[config.mk]
export PLATFORM = sky130hd
export DESIGN_NAME = rmq_div
export DESIGN_NICKNAME = d
export VERILOG_FILES = /design/src/hdl/rmq_pkg.sv /design/src/hdl/rmq_div.sv
export SDC_FILE = /design/constraint.sdc
export NUM_CORES = 1
export LEC_CHECK = 0
export BUFFER_PORTS_ARGS = -buffer_cell sky130_fd_sc_hd__buf_2
export CAP_MARGIN = 10
export CORE_ASPECT_RATIO = 1.75
export CORE_UTILIZATION = 55
export CTS_CLUSTER_SIZE = 10
export DETAILED_ROUTE_END_ITERATION = 7
export GPL_TIMING_DRIVEN = 0
export PLACE_DENSITY = 0.71
export SYNTH_ARGS = -nofsm -noshare
export SYNTH_HDL_FRONTEND = slang
export SYNTH_SLANG_ARGS = --single-unit
[constraint.sdc]
create_clock -name clk -period 10.18 [get_ports clk]
set_input_delay 1.018 -clock clk [delete_from_list [all_inputs] [get_ports clk]]
set_output_delay 1.018 -clock clk [all_outputs]
set_load 0.005 [all_outputs]
[src/hdl/rmq_pkg.sv]
package rmq_pkg;

    localparam int FIELD_W = 18;
    // sums and differences of two matrix elements
    localparam int NUM_W = FIELD_W + 1;

    typedef logic signed [FIELD_W-1:0] field_t;
    typedef logic signed [NUM_W-1:0] num_t;

    // component built from the root
    typedef enum logic [1:0] {
        SEL_W,
        SEL_X,
        SEL_Y,
        SEL_Z
    } sel_t;

    typedef struct packed {
        logic neg;
        logic sat;
        logic zero;
    } div_flag_t;

endpackage

[src/hdl/rmq_div.sv]
module rmq_div #(
    parameter int RW = 18,
    parameter int QW = 17
) (
    input  logic               clk,
    input  logic               en,
    input  rmq_pkg::num_t      num,
    input  logic [RW-1:0]      root,
    output logic signed [QW:0] quo
);
    import rmq_pkg::*;

    localparam int DW = RW + 2;
    localparam int CW = ((NUM_W > DW) ? NUM_W : DW) + 1;
    localparam logic [QW-1:0] ONE_Q = {1'b1, {(QW-1){1'b0}}};

    logic [NUM_W-1:0] mag;
    div_flag_t        flag_in;

    logic [DW-1:0] e_p_reg;
    logic [RW:0]   e_d_reg;
    div_flag_t     e_flag_reg;

    logic [DW-1:0] p_reg   [QW];
    logic [QW-1:0] q_reg   [QW];
    logic [RW:0]   d_reg   [QW];
    div_flag_t     flag_reg[QW];
    logic [DW-1:0] p_prev  [QW];
    logic [QW-1:0] q_prev  [QW];
    logic [RW:0]   d_prev  [QW];
    div_flag_t     flag_prev[QW];
    logic [DW-1:0] p_next  [QW];
    logic [QW-1:0] q_next  [QW];

    logic [QW-1:0] q_mag;

    // magnitude, and a quotient of two or more saturates at once
    always_comb
    begin
        flag_in.neg  = num[NUM_W-1];
        mag          = flag_in.neg ? NUM_W'(-num) : NUM_W'(num);
        flag_in.zero = (mag == '0);
        flag_in.sat  = !flag_in.zero && (CW'(mag) >= CW'({root, 2'b00}));
    end

    always_ff @(posedge clk)
    begin
        if (en)
        begin
            e_p_reg    <= DW'(mag);
            e_d_reg    <= {root, 1'b0};
            e_flag_reg <= flag_in;
        end
    end

    always_comb
    begin
        p_prev[0]    = e_p_reg;
        q_prev[0]    = '0;
        d_prev[0]    = e_d_reg;
        flag_prev[0] = e_flag_reg;
        for (int j = 1; j < QW; j++)
        begin
            p_prev[j]    = p_reg[j-1];
            q_prev[j]    = q_reg[j-1];
            d_prev[j]    = d_reg[j-1];
            flag_prev[j] = flag_reg[j-1];
        end
    end

    // restoring division, one quotient bit per stage
    always_comb
    begin
        logic [DW-1:0] pp;
        logic [DW-1:0] dd;
        for (int j = 0; j < QW; j++)
        begin
            pp = (j == 0) ? p_prev[j] : (p_prev[j] << 1);
            dd = DW'(d_prev[j]);
            if (pp >= dd)
            begin
                p_next[j] = pp - dd;
                q_next[j] = {q_prev[j][QW-2:0], 1'b1};
            end
            else
            begin
                p_next[j] = pp;
                q_next[j] = {q_prev[j][QW-2:0], 1'b0};
            end
        end
    end

    always_ff @(posedge clk)
    begin
        if (en)
        begin
            for (int j = 0; j < QW; j++)
            begin
                p_reg[j]    <= p_next[j];
                q_reg[j]    <= q_next[j];
                d_reg[j]    <= d_prev[j];
                flag_reg[j] <= flag_prev[j];
            end
        end
    end

    always_comb
    begin
        if (flag_reg[QW-1].zero)
            q_mag = '0;
        else if (flag_reg[QW-1].sat || (q_reg[QW-1] > ONE_Q))
            q_mag = ONE_Q;
        else
            q_mag = q_reg[QW-1];
        quo = flag_reg[QW-1].neg ? -$signed({1'b0, q_mag}) : $signed({1'b0, q_mag});
    end

endmodule

==> impl_metrics.csv <==
group,metric,value,unit
outcome,status,"completed",
pwr,leakage,19.61,nW
pwr,p_int,9.238,mW
clock_tree,cts_sinks,821,
final_layout,nFillCells,6392,
grt,overflow,0,
worst_hold_path,hp-class,"reg2reg",
logic_synthesis,synth_edf_count,821,
grt,antenna_found_initial,7,
clock_tree,tritoncts,"built",
routing,drtAntennaViolNets,0,
routing,wl_per_cell,22.12,um
routing,drt_iter0_markers,1371,
routing,viasPerCell,5.922,
timing,tightestPinTransition,1.214,ns
final_layout,multiInputGateArea,0.01738,sq mm
final_layout,areaGrowthSynthToFinish,9.851,%
timing,drv_slew,0,
floorplanning,ios,57,
floorplanning,coreArea,0.07862,sq mm
place,hpwl,81610,um
logic_synthesis,synth_area_leader_cell,"edfxtp_1",
pwr,p_sw,5.697,mW
critical_path,cp_max_fo,10,
final_layout,register_area,0.02465,sq mm
final_layout,drive_gt1_share,9.361,%
routing,drc,0,
critical_path,crit_type,"reg2out",
place,io_buffers,53,
floorplanning,placementRows,136,
final_layout,layout_commonest_cell,"edfxtp_1",
pwr,ir_drop,0.0001783,V
final_layout,nets,4140,
logic_synthesis,ys_warn_count,0,
floorplanning,die_w,215.3,um
logic_synthesis,yosysSeqAreaShare,56.30,%
floorplanning,die-area,0.08080,sq mm
routing,postRouteWirelength,106500,um
timing,clock.fmax,0.1818,GHz
timing,fin_crit_sh,54.02,%
final_layout,final_cell_mix,"edfxtp_1, inv_1, ha_1, nand2_1, o21ai_0",
timing,rsz0062_at_grt,"no",
timing,layout_min_cycle_time,5.499,ns
critical_path,crit_arrival,4.48,ns
timing,hold_viol,0,
logic_synthesis,ys.flop_type,"edfxtp_1",
pwr,power_density,310.5,mW/mm^2
logic_synthesis,ys_types,77,
logic_synthesis,netlist_instances,3605,
clock_tree,htreeDepth,3,
routing,vias,28504,
grt,grt_max_degree,139,
flow_run,cap_viol_max_count,0,
logic_synthesis,syn-cell-area,0.04379,sq mm
logic_synthesis,ys_ff_latch,821,
clock_tree,cts_buffer_depth,3,
logic_synthesis,syn_nets,3985,
grt,grt_use_total,26.63,%
pwr,power_frac_seq,35.9,%
timing,relSlewSlack,18.58,%
critical_path,required,9.16,ns
clock_tree,cts_buffers,92,
pwr,comb_power_share,44.5,%
logic_synthesis,synth.top_cell.area_share,56.30,%
clock_tree,cts_setup_buffers,0,
clock_tree,path_clk_slew,0.05,ns
pwr,power,14.94,mW
place,gp_congestion,0.9597,
critical_path,startpoint_type,"register",
timing,setup_violations,0,
pwr,clockPowerShare,19.6,%
final_layout,utilization,61.19,%
grt,grt_pass1_vias,30590,
final_layout,largest_reg_flops,289,
pwr,p_sw_share,38.14,%
floorplanning,start_util,55.71,%
clock_tree,clk_latency,0.71,ns
clock_tree,cts_hold_buffers,0,
critical_path,setup.worst_path.end_class,"output port",
timing,tns,0,ns
logic_synthesis,ys_async_sr_fraction,0,%
timing,setup_ws,4.681,ns
clock_tree,cts_resized,0,
logic_synthesis,ys_top_cells_by_area,"edfxtp_1, ha_1, mux2_2, inv_1, xnor2_1",
timing,clock_skew,0.05837,ns
place,pre_cts_ws,4.593,ns
grt,grt_pass1_wl,159800,um
floorplanning,dieHeight,375.3,um
routing,drt-pass1-iter-count,5,
clock_tree,cts_root_buf,"clkbuf_16",
logic_synthesis,avgSynthCellArea,12.15,sq um
-- through the flow --
step | instances | cell area (sq um) | hold slack (ns)
2_1_floorplan | 3605 | 43790 | 0.4003
3_3_place_gp | 4693 | 45350 | 0.4001
3_5_place_dp | 4700 | 45560 | 0.4045
4_1_cts | 4805 | 48080 | 0.4078
5_1_grt | 4811 | 48100 | 0.4115
6_report | 4813 | 48110 | 0.4077
-- layout make-up --
type                    count  share of cell area (%)
inverters                 399                   3.113
well taps                1035                   2.692
repair buffers             61                  0.9883
diodes                      7                 0.03641
clock inverters             9                  0.4343
clock buffers              96                   4.817
multi-input cells        2325                   36.13
flip-flops and latches    821                   51.25
plain buffers              60                  0.5436
-- synth_stat cells (all sizes together) (27+ instances only) --
| master | count |
|---|---|
| a21oi | 216 |
| a21o | 138 |
| ha | 325 |
| nor2b | 51 |
| a31oi | 59 |
| nand3 | 61 |
| xnor2 | 153 |
| nand2 | 248 |
| nor3 | 42 |
| xor2 | 105 |
| clkbuf | 47 |
| o21ai | 237 |
| inv | 399 |
| edfxtp | 821 |
| o31ai | 30 |
| o21a | 49 |
| nand2b | 32 |
| o21bai | 27 |
| mux2 | 149 |
| nand4 | 33 |
| nor2 | 134 |
-- power groups by stage --
stage	registers, mW	logic [mW]	clock network (mW)
2_1_floorplan	5.22	4.68	0
4_1_cts	5.34	6.58	2.98
5_1_grt	5.42	7.21	3.10
3_3_place_gp	5.46	6.42	0
6_report	5.36	6.65	2.93
3_5_place_dp	5.41	6.55	0
-- path summary, 6_finish.rpt --
path | endpoint | from | depth (start not counted) | slack, ns
worst max-delay path | quo[10] | q_reg[0][272] | 14 | 4.68
worst min-delay path | q_reg[0][158] | q_reg[0][140] | 0 | 0.41
worst max register to register | p_reg[0][258] | d_reg[0][211] | 11 | 6.00
worst min register to register | q_reg[0][158] | q_reg[0][140] | 0 | 0.41
-- critical path: stages (launching register included) --
cell	delay, ns
edfxtp_1	0.44
or4_4	0.59
nor4_4	0.27
nand2_2	0.10
or4_4	0.46
a211oi_4	0.30
buf_6	0.17
nand2_1	0.08
ha_1	0.22
o41ai_1	0.13
and2_1	0.20
buf_2	0.19
a211oi_1	0.08
a211oi_1	0.35
buf_2	0.18
-- layer usage --
| layer | global-route usage (%) | wire (um) |
|---|---|---|
| met5 | 0 | 0 |
| met3 | 5.388 | 3640 |
| met1 | 16.30 | 26830 |
| met4 | 28.65 | 12920 |
| met2 | 55.86 | 63080 |
-- cells by family after synthesis --
family                   share of synthesized area (%)
AND/OR/NAND/NOR                                  7.326
AO/OA/AOI/OAI                                    12.95
adder cells (fa/ha/maj)                          10.02
XOR/XNOR                                         5.160
buffers and inverters                            4.017
flip-flops                                       56.30
multiplexers                                     4.234
Note: power is estimated with default switching activity, not from simulation.
