===== src/hdl/rmq_pkg.sv =====
package rmq_pkg;

    localparam int FIELD_W = 18;
    // sums and differences of two matrix elements
    localparam int NUM_W = FIELD_W + 1;

    typedef logic signed [FIELD_W-1:0] field_t;
    typedef logic signed [NUM_W-1:0] num_t;

    // component built from the root
    typedef enum logic [1:0] {
        SEL_W,
        SEL_X,
        SEL_Y,
        SEL_Z
    } sel_t;

    typedef struct packed {
        logic neg;
        logic sat;
        logic zero;
    } div_flag_t;

endpackage


===== src/hdl/rmq_sqrt.sv =====
module rmq_sqrt #(
    parameter int VW = 36,
    parameter int RW = 18
) (
    input  logic          clk,
    input  logic          en,
    input  logic [VW-1:0] rad,
    output logic [RW-1:0] root
);
    import rmq_pkg::*;

    localparam int PW  = 2 * RW;
    localparam int REW = RW + 3;

    // one result bit per stage
    logic [PW-1:0]  rad_reg  [RW];
    logic [REW-1:0] rem_reg  [RW];
    logic [RW-1:0]  root_reg [RW];
    logic [PW-1:0]  rad_next [RW];
    logic [REW-1:0] rem_next [RW];
    logic [RW-1:0]  root_next[RW];
    logic [PW-1:0]  rad_prev [RW];
    logic [REW-1:0] rem_prev [RW];
    logic [RW-1:0]  root_prev[RW];

    always_comb
    begin
        rad_prev[0]  = PW'(rad);
        rem_prev[0]  = '0;
        root_prev[0] = '0;
        for (int j = 1; j < RW; j++)
        begin
            rad_prev[j]  = rad_reg[j-1];
            rem_prev[j]  = rem_reg[j-1];
            root_prev[j] = root_reg[j-1];
        end
    end

    always_comb
    begin
        logic [REW-1:0] rem_sh;
        logic [REW-1:0] test;
        for (int j = 0; j < RW; j++)
        begin
            rem_sh = {rem_prev[j][REW-3:0], rad_prev[j][PW-1 -: 2]};
            test   = REW'({root_prev[j], 2'b01});
            rad_next[j] = rad_prev[j] << 2;
            if (rem_sh >= test)
            begin
                rem_next[j]  = rem_sh - test;
                root_next[j] = {root_prev[j][RW-2:0], 1'b1};
            end
            else
            begin
                rem_next[j]  = rem_sh;
                root_next[j] = {root_prev[j][RW-2:0], 1'b0};
            end
        end
    end

    always_ff @(posedge clk)
    begin
        if (en)
        begin
            for (int j = 0; j < RW; j++)
            begin
                rad_reg[j]  <= rad_next[j];
                rem_reg[j]  <= rem_next[j];
                root_reg[j] <= root_next[j];
            end
        end
    end

    assign root = root_reg[RW-1];

endmodule


===== config.mk =====
export PLATFORM = sky130hd
export DESIGN_NAME = rmq_sqrt
export DESIGN_NICKNAME = d
export VERILOG_FILES = /design/src/hdl/rmq_pkg.sv /design/src/hdl/rmq_sqrt.sv
export SDC_FILE = /design/constraint.sdc
export NUM_CORES = 1
export LEC_CHECK = 0
export BUFFER_PORTS_ARGS = -buffer_cell sky130_fd_sc_hd__buf_2
export CAP_MARGIN = 20
export CORE_MARGIN = 2
export CORE_UTILIZATION = 55
export CTS_CLUSTER_SIZE = 25
export DETAILED_ROUTE_END_ITERATION = 8
export PLACE_DENSITY = 0.71
export SLEW_MARGIN = 20
export SYNTH_ARGS = -nofsm -noshare
export SYNTH_HDL_FRONTEND = slang
export SYNTH_SLANG_ARGS = --single-unit

===== constraint.sdc =====
create_clock -name clk -period 6.7 [get_ports clk]
set_input_delay 1.34 -clock clk [delete_from_list [all_inputs] [get_ports clk]]
set_output_delay 1.34 -clock clk [all_outputs]
set_load 0.005 [all_outputs]

==> summary.md, run 1 <==
| Metric | Value |
|---|---|
| Rows | `93` |
| Top cells by count, synth | `edfxtp_1, inv_1, nor2_1, ha_1, a21oi_1` |
| Buffers on Ports | `55` |
| R2R setup slack | `3290 ps` |
| Synth cell types | `76` |
| Max transition margin | `36.78%` |
| Hold buffer count at CTS | `0` |
| Cell Area, Placed | `0.03741 sq mm` |
| Number of synthesized register bits | `778` |
| WL met2 | `30.60 mm` |
| Startpoint Class | `register` |
| # DRC | `0` |
| Largest net degree at the start of global routing | `160` |
| DP Wirelength | `44.72 mm` |
| Synthesis Warnings | `0` |
| Clk slew on worst S/H paths | `60 ps` |
| Max-cap violations | `0` |
| CTS root buffer | `clkbuf_16` |
| Mean Syn Cell Area | `13.16 sq um` |
| Die height | `260.0 um` |
| Vias in the first global route | `21010` |
| Share of layout cells above drive strength 1 | `8.445%` |
| Number of vias per cell | `5.669` |
| Global-route wire length before repair | `104.0 mm` |
| Worst-skew pair later-pin latency | `640 ps` |
| PostCTS Resize Cnt | `0` |
| Die area | `0.06758 sq mm` |
| Leakage power | `15.50 nW` |
| Crit end category | `register` |
| Share of power burned in registers | `49.6%` |
| Fin. max-slew vios | `0` |
| Worst hold path depth | `0` |
| Final Critical Period | `3409 ps` |
| Max Freq | `293.3 MHz` |
| Data required, critical path | `7070 ps` |
| Fill cell count | `4787` |
| Final setup TNS | `0 ps` |
| Initial core utilization | `55.80%` |
| Reg2reg start | `root_reg[9][2]$_DFFE_PP_` |
| Pwr Total | `12.79 mW` |
| Min-delay src | `rad_reg[5][26]$_DFFE_PP_` |
| Mapped Area | `0.03603 sq mm` |
| Met3 WL | `3.429 mm` |
| Synth area leaders | `edfxtp_1, ha_1, xor2_1, inv_1, xnor2_1` |
| Met1 WL | `28.08 mm` |
| Least-Margin Pin Slew | `948.2 ps` |
| CP arrival | `3780 ps` |
| Initial antenna violation count | `2` |
| Top-count cell post-synth | `edfxtp_1` |
| Final worst path period share | `50.88%` |
| DRT iter0 DRCs | `1716` |
| Max FO, Critical Path | `20` |
| Hold Vio Cnt, Final | `0` |
| Setup violators final | `0` |
| Worst-case clock buffer depth | `3` |
| Leading area contributor after synthesis | `edfxtp_1` |
| Via count of the routed design | `21370` |
| Overflow after GRT | `0` |
| Routed wire length | `63.95 mm` |
| Sw Share | `25.91%` |
| Postcts setup bufs | `0` |
| Syn Nets | `2966` |
| Power Internal | `9.478 mW` |
| CTS tree | `yes` |
| TritonCTS buffer count | `81` |
| H-tree depth | `3` |
| Clock Power Share | `34.8%` |
| Placer Congestion | `0.9130` |
| Async set-reset flop share out of synthesis | `0%` |
| EDFF count, synth | `778` |
| Synthesized instance count | `2738` |
| Core area | `0.06458 sq mm` |
| NumNets Final | `3081` |
| Setup Skew | `29.93 ps` |
| VDD IR max | `0.0002553 V` |
| Layout Cell Area excl Fill | `0.04010 sq mm` |
| Status | `finished clean` |
| Reg-to-Reg End | `rem_reg[10][4]$_DFFE_PP_` |
| Uppermost layer routed | `met4` |
| Hold Path End | `rad_reg[6][28]$_DFFE_PP_` |
| Worst Hold Class | `reg2reg` |
| RSZ-0062 raised after global routing | `no` |
| DRT antenna net count | `0` |
| Power density cells | `319.0 mW/mm^2` |
| Net Switching | `3.314 mW` |
| Dominant synthesized flop cell | `edfxtp_1` |
| DRT Pass-1 Iters | `5` |
| Drt wl/cell | `16.97 um` |
| Sequential cell area fraction in the yosys report | `64.83%` |
| Number of I/O pins | `56` |
| Max reg flops | `306` |
| Crit path kind | `reg2reg` |
| Final core utilization | `62.10%` |
| Die Wd | `260.0 um` |
| Area grow syn2layout | `11.29%` |
| Yosys top cell area share | `64.83%` |
| Gate power share | `15.6%` |
| Total track usage | `19.08%` |
| Clock Sinks | `778` |
| Worst reg2reg path depth | `9` |
-- cell families after synthesis --
family          Yosys count  share of synthesized area, %
compound gates          524                         9.087
xor+xnor                215                         5.226
fa+ha+maj               190                         6.597
buf+inv                 280                         2.934
flops                   778                         64.83
mux                      44                         1.330
other cells               1                       0.01041
simple gates            706                         9.983
-- layer usage --
metal,track usage (%),vias to the layer above
met5,0,-
met4,6.657,0
met3,4.123,143
met1,25.31,10260
li1,-,10400
met2,31.24,566
-- cell type report --
type	instances	area [sq um]	area share, %
Clock inverter	48	600.6	1.498
Multi-Input combinational cell	1680	11630	29.00
Antenna cell	1	2.502	0.006240
Inverter	241	904.6	2.256
Timing Repair Buffer	71	452.9	1.129
Clock buffer	95	2079	5.185
Sequential cell	778	23360	58.26
Tap cell	855	1070	2.668
-- per-stage QoR --
stage | worst slack (ps) | std cells | hold WS [ps]
final | 3291 | 3769 | 415.6
after global routing | 3114 | 3768 | 420.8
after CTS | 3312 | 3767 | 415.1
after detailed placement | 3332 | 3624 | 404.5
after global placement | 3457 | 3624 | 400.7
after floorplan | 3990 | 2738 | 400.3
-- worst max-delay path by stage --
stage | start | depth (start not counted) | to | slack, ps
finish | root_reg[9][2]$_DFFE_PP_ | 9 | rem_reg[10][4]$_DFFE_PP_ | 3290
global route | root_reg[13][1]$_DFFE_PP_ | 9 | rem_reg[14][4]$_DFFE_PP_ | 3110
CTS | root_reg[9][2]$_DFFE_PP_ | 9 | rem_reg[10][4]$_DFFE_PP_ | 3310
detailed placement | root_reg[9][0]$_DFFE_PP_ | 9 | rem_reg[10][4]$_DFFE_PP_ | 3330
global placement | en | 2 | rem_reg[4][16]$_DFFE_PP_ | 3460
floorplan | rem_reg[15][9]$_DFFE_PP_ | 8 | rem_reg[16][15]$_DFFE_PP_ | 3990
-- power by group through the flow --
stage               Sequential (mW)  Clock, mW  Combinational, mW
detailed placement             6.44          0               1.96
finish                         6.34       4.45               2.00
global placement               6.42          0               1.90
floorplan                      6.31          0               1.46
CTS                            6.34       4.57               1.98
global route                   6.39       4.77               2.23
-- layout by cell type, fill, tap and decap left out, types with 54 or more instances in the layout --
cell type	instances
buf_2	54
inv_1	240
ha_1	190
nor3_1	76
clkbuf_16	81
nand2_1	139
a21oi_1	158
xnor2_1	101
xor2_1	114
o21ai_0	123
nor2_1	198
edfxtp_1	778
-- worst max-delay path: stages, from the launching register on --
cell	delay [ps]
edfxtp_1	350
inv_1	50
ha_1	220
or3_1	380
o22ai_1	280
o21ai_1	200
a221oi_1	540
nor4b_4	440
buf_4	320
mux2_2	370
No activity file was read; power rests on OpenSTA's default activity.
==> run 2, diff against run 1 <==
- clock period: 6.7 -> 3.15 ns (I/O delays scaled with it)
==> run 2 against run 1 <==
Clock skew increased by 6.1 ps. Power increased by 110%. Via count increased by 1.0%. Sequential cell count unchanged. Hold slack got worse by 270 ps. Global-route usage increased by 0.78 points. First-iteration DRC count decreased by 17%. Die area unchanged. Worst setup slack got worse by 3100 ps. Count of clock-buffer cells in the layout increased by 2. Core utilization increased by 0.91 points.
==> summary.md, run 2 (synthesis gave the netlist of run 1 again) <==
| Metric | Value |
|---|---|
| Status | `finished clean` |
| RSZ-0062 raised after global routing | `no` |
| CP cell instances | `ha_1 -> and3_1 -> nand4_1 -> nor4_1 -> nor4_2 -> o221ai_2 -> buf_4 -> mux2_2` |
| Setup Skew | `36.03 ps (+6.100 ps)` |
| Die Wd | `260.0 um (unchanged)` |
| Via count of the routed design | `21590 (+1.0%)` |
| Max-cap violations | `0 (unchanged)` |
| Worst-skew pair later-pin latency | `650 ps (about the same)` |
| Initial antenna violation count | `1 (-1)` |
| Worst-case clock buffer depth | `3 (unchanged)` |
| Power Internal | `20.25 mW (+110%)` |
| NumNets Final | `3137 (+1.8%)` |
| Least-Margin Pin Slew | `834.5 ps (-113.7 ps)` |
| Data required, critical path | `3550 ps (-3520 ps)` |
| Net Switching | `7.133 mW (+120%)` |
| H-tree depth | `3 (unchanged)` |
| Max reg flops | `306 (unchanged)` |
| Drt wl/cell | `17.26 um (+1.7%)` |
| CTS tree | `yes` |
| Die height | `260.0 um (unchanged)` |
| Initial core utilization | `55.80% (unchanged)` |
| Core area | `0.06458 sq mm (unchanged)` |
| Post-Place Cells | `3679 (+1.5%)` |
| Overflow after GRT | `0 (unchanged)` |
| Final worst path period share | `94.38% (+43 points)` |
| Gate power share | `15.9% (+0.3 points)` |
| Final core utilization | `63.01% (+0.91 points)` |
| DRT Pass-1 Iters | `5 (unchanged)` |
| Placer Congestion | `0.9071 (-0.65%)` |
| Buffers on Ports | `55 (unchanged)` |
| Crit-path max cell delay | `480 ps (-60 ps)` |
| DRT iter0 DRCs | `1426 (-17%)` |
| Total track usage | `19.86% (+0.78 points)` |
| Setup violators final | `0 (unchanged)` |
| Hold Vio Cnt, Final | `0 (unchanged)` |
| Max FO, Critical Path | `22 (+10%)` |
| Clock Power Share | `34.8% (about the same)` |
| Share of power burned in registers | `49.3% (-0.3 points)` |
| Commonest non-fill, non-tap cells in the layout | `edfxtp_1, inv_1, nor2_1` |
| Leakage power | `15.82 nW (+2.1%)` |
| DRT antenna net count | `0 (unchanged)` |
| Crit path kind | `reg2reg` |
| Worst Hold Class | `in2reg` |
| Clk slew on worst S/H paths | `60 ps (about the same)` |
| Crit end category | `register` |
| Vias in the first global route | `21500 (+2.3%)` |
| Diode count | `0 (-1)` |
| Max transition margin | `43.76% (+7.0 points)` |
| Largest net degree at the start of global routing | `90 (-44%)` |
| Clock Sinks | `778 (unchanged)` |
| Max Freq | `336.4 MHz (+15%)` |
| TritonCTS buffer count | `82 (+1.2%)` |
| Fin. max-slew vios | `0 (unchanged)` |
| Global-route wire length before repair | `107.9 mm (+3.7%)` |
| CP max-delay cell | `nor4_1` |
| Final setup TNS | `0 ps (unchanged)` |
| Area grow syn2layout | `12.93%` |
| Number of vias per cell | `5.636 (-0.59%)` |
| CTS root buffer | `clkbuf_16` |
| Die area | `0.06758 sq mm (unchanged)` |
| Final Critical Period | `2973 ps (-436.1 ps)` |
| DP Wirelength | `47.03 mm (+5.2%)` |
| Power density cells | `672.9 mW/mm^2 (+110%)` |
| Post-route insts no fill | `3830 (+1.6%)` |
| Sw Share | `26.05% (+0.14 points)` |
| VDD IR max | `0.0005110 V (+100%)` |
| Routed wire length | `66.11 mm (+3.4%)` |
| Share of layout cells above drive strength 1 | `10.49% (+2.0 points)` |
| Startpoint Class | `register` |
| # DRC | `0 (unchanged)` |
| Hold buffer count at CTS | `0 (unchanged)` |
| CP arrival | `3370 ps (-410 ps)` |
| Number of I/O pins | `56 (unchanged)` |
| Most common cell after layout, fill and taps aside | `edfxtp_1` |
| Rows | `93 (unchanged)` |
-- run 2: power by group through the flow --
stage                     combinational, mW  sequential, mW  clock [mW]
final                                  4.36            13.5        9.53
after global placement                 4.15            13.7           0
after global routing                   4.88            13.6        10.2
after CTS                              4.32            13.5        9.76
after floorplan                        3.11            13.4           0
after detailed placement               4.28            13.7           0
-- run 2: cell type report --
type                            instances  area (sq um)
Tap cell                              855          1070
Sequential cell                       778         23360
Inverter                              241         904.6
Clock inverter                         53         610.6
Multi-Input combinational cell       1680         11670
Fill cell                            4789         23890
Clock buffer                           97          2108
Timing Repair Buffer                  126         968.4
-- run 2: layer usage --
layer  routed length, um  track usage (%)  vias up
met3                2789            3.343      138
met5                   0                0        -
li1                    -                -    10520
met4                1920            6.928        0
met1               29930            26.72    10440
met2               31470            32.81      490
-- run 2: what timing repair did --
action / 4_1_cts / 5_1_grt
resized for setup: 0 / 9
endpoints found under the setup margin: 0 / 53
setup buffers: 0 / 1
-- run 2: path summary, 6_finish.rpt --
| path | from | slack, ps | cells past startpoint | endpoint |
|---|---|---|---|---|
| worst max-delay path | rem_reg[14][9]$_DFFE_PP_ | 180 | 8 | rem_reg[15][6]$_DFFE_PP_ |
| worst min-delay path | rad[3] | 150 | 1 | rad_reg[0][3]$_DFFE_PP_ |
| worst max register to register | rem_reg[14][9]$_DFFE_PP_ | 180 | 8 | rem_reg[15][6]$_DFFE_PP_ |
| worst min register to register | rad_reg[2][20]$_DFFE_PP_ | 410 | 0 | rad_reg[3][22]$_DFFE_PP_ |
-- run 2: metrics by stage --
| stage | power [mW] | hold WS [ps] | worst slack [ps] | cell area [sq um] |
|---|---|---|---|---|
| floorplan | 16.53 | 400.3 | 439.6 | 36030 |
| global placement | 17.81 | 400.3 | 118.3 | 37930 |
| detailed placement | 17.97 | 404.5 | 54.55 | 37930 |
| CTS | 27.57 | 109.6 | 49.82 | 40650 |
| global route | 28.66 | 105.1 | 6.656 | 40690 |
| finish | 27.38 | 149.7 | 177.0 | 40690 |
-- run 2: worst max-delay path: cells and delay by family, from the launching register on --
| kind | cells | cell delay [ps] |
|---|---|---|
| AND/OR/NAND/NOR | 4 | 1080 |
| adder cells (fa/ha/maj) | 1 | 430 |
| flip-flops | 1 | 400 |
| multiplexers | 1 | 370 |
| buffers and inverters | 1 | 310 |
| AO/OA/AOI/OAI | 1 | 140 |
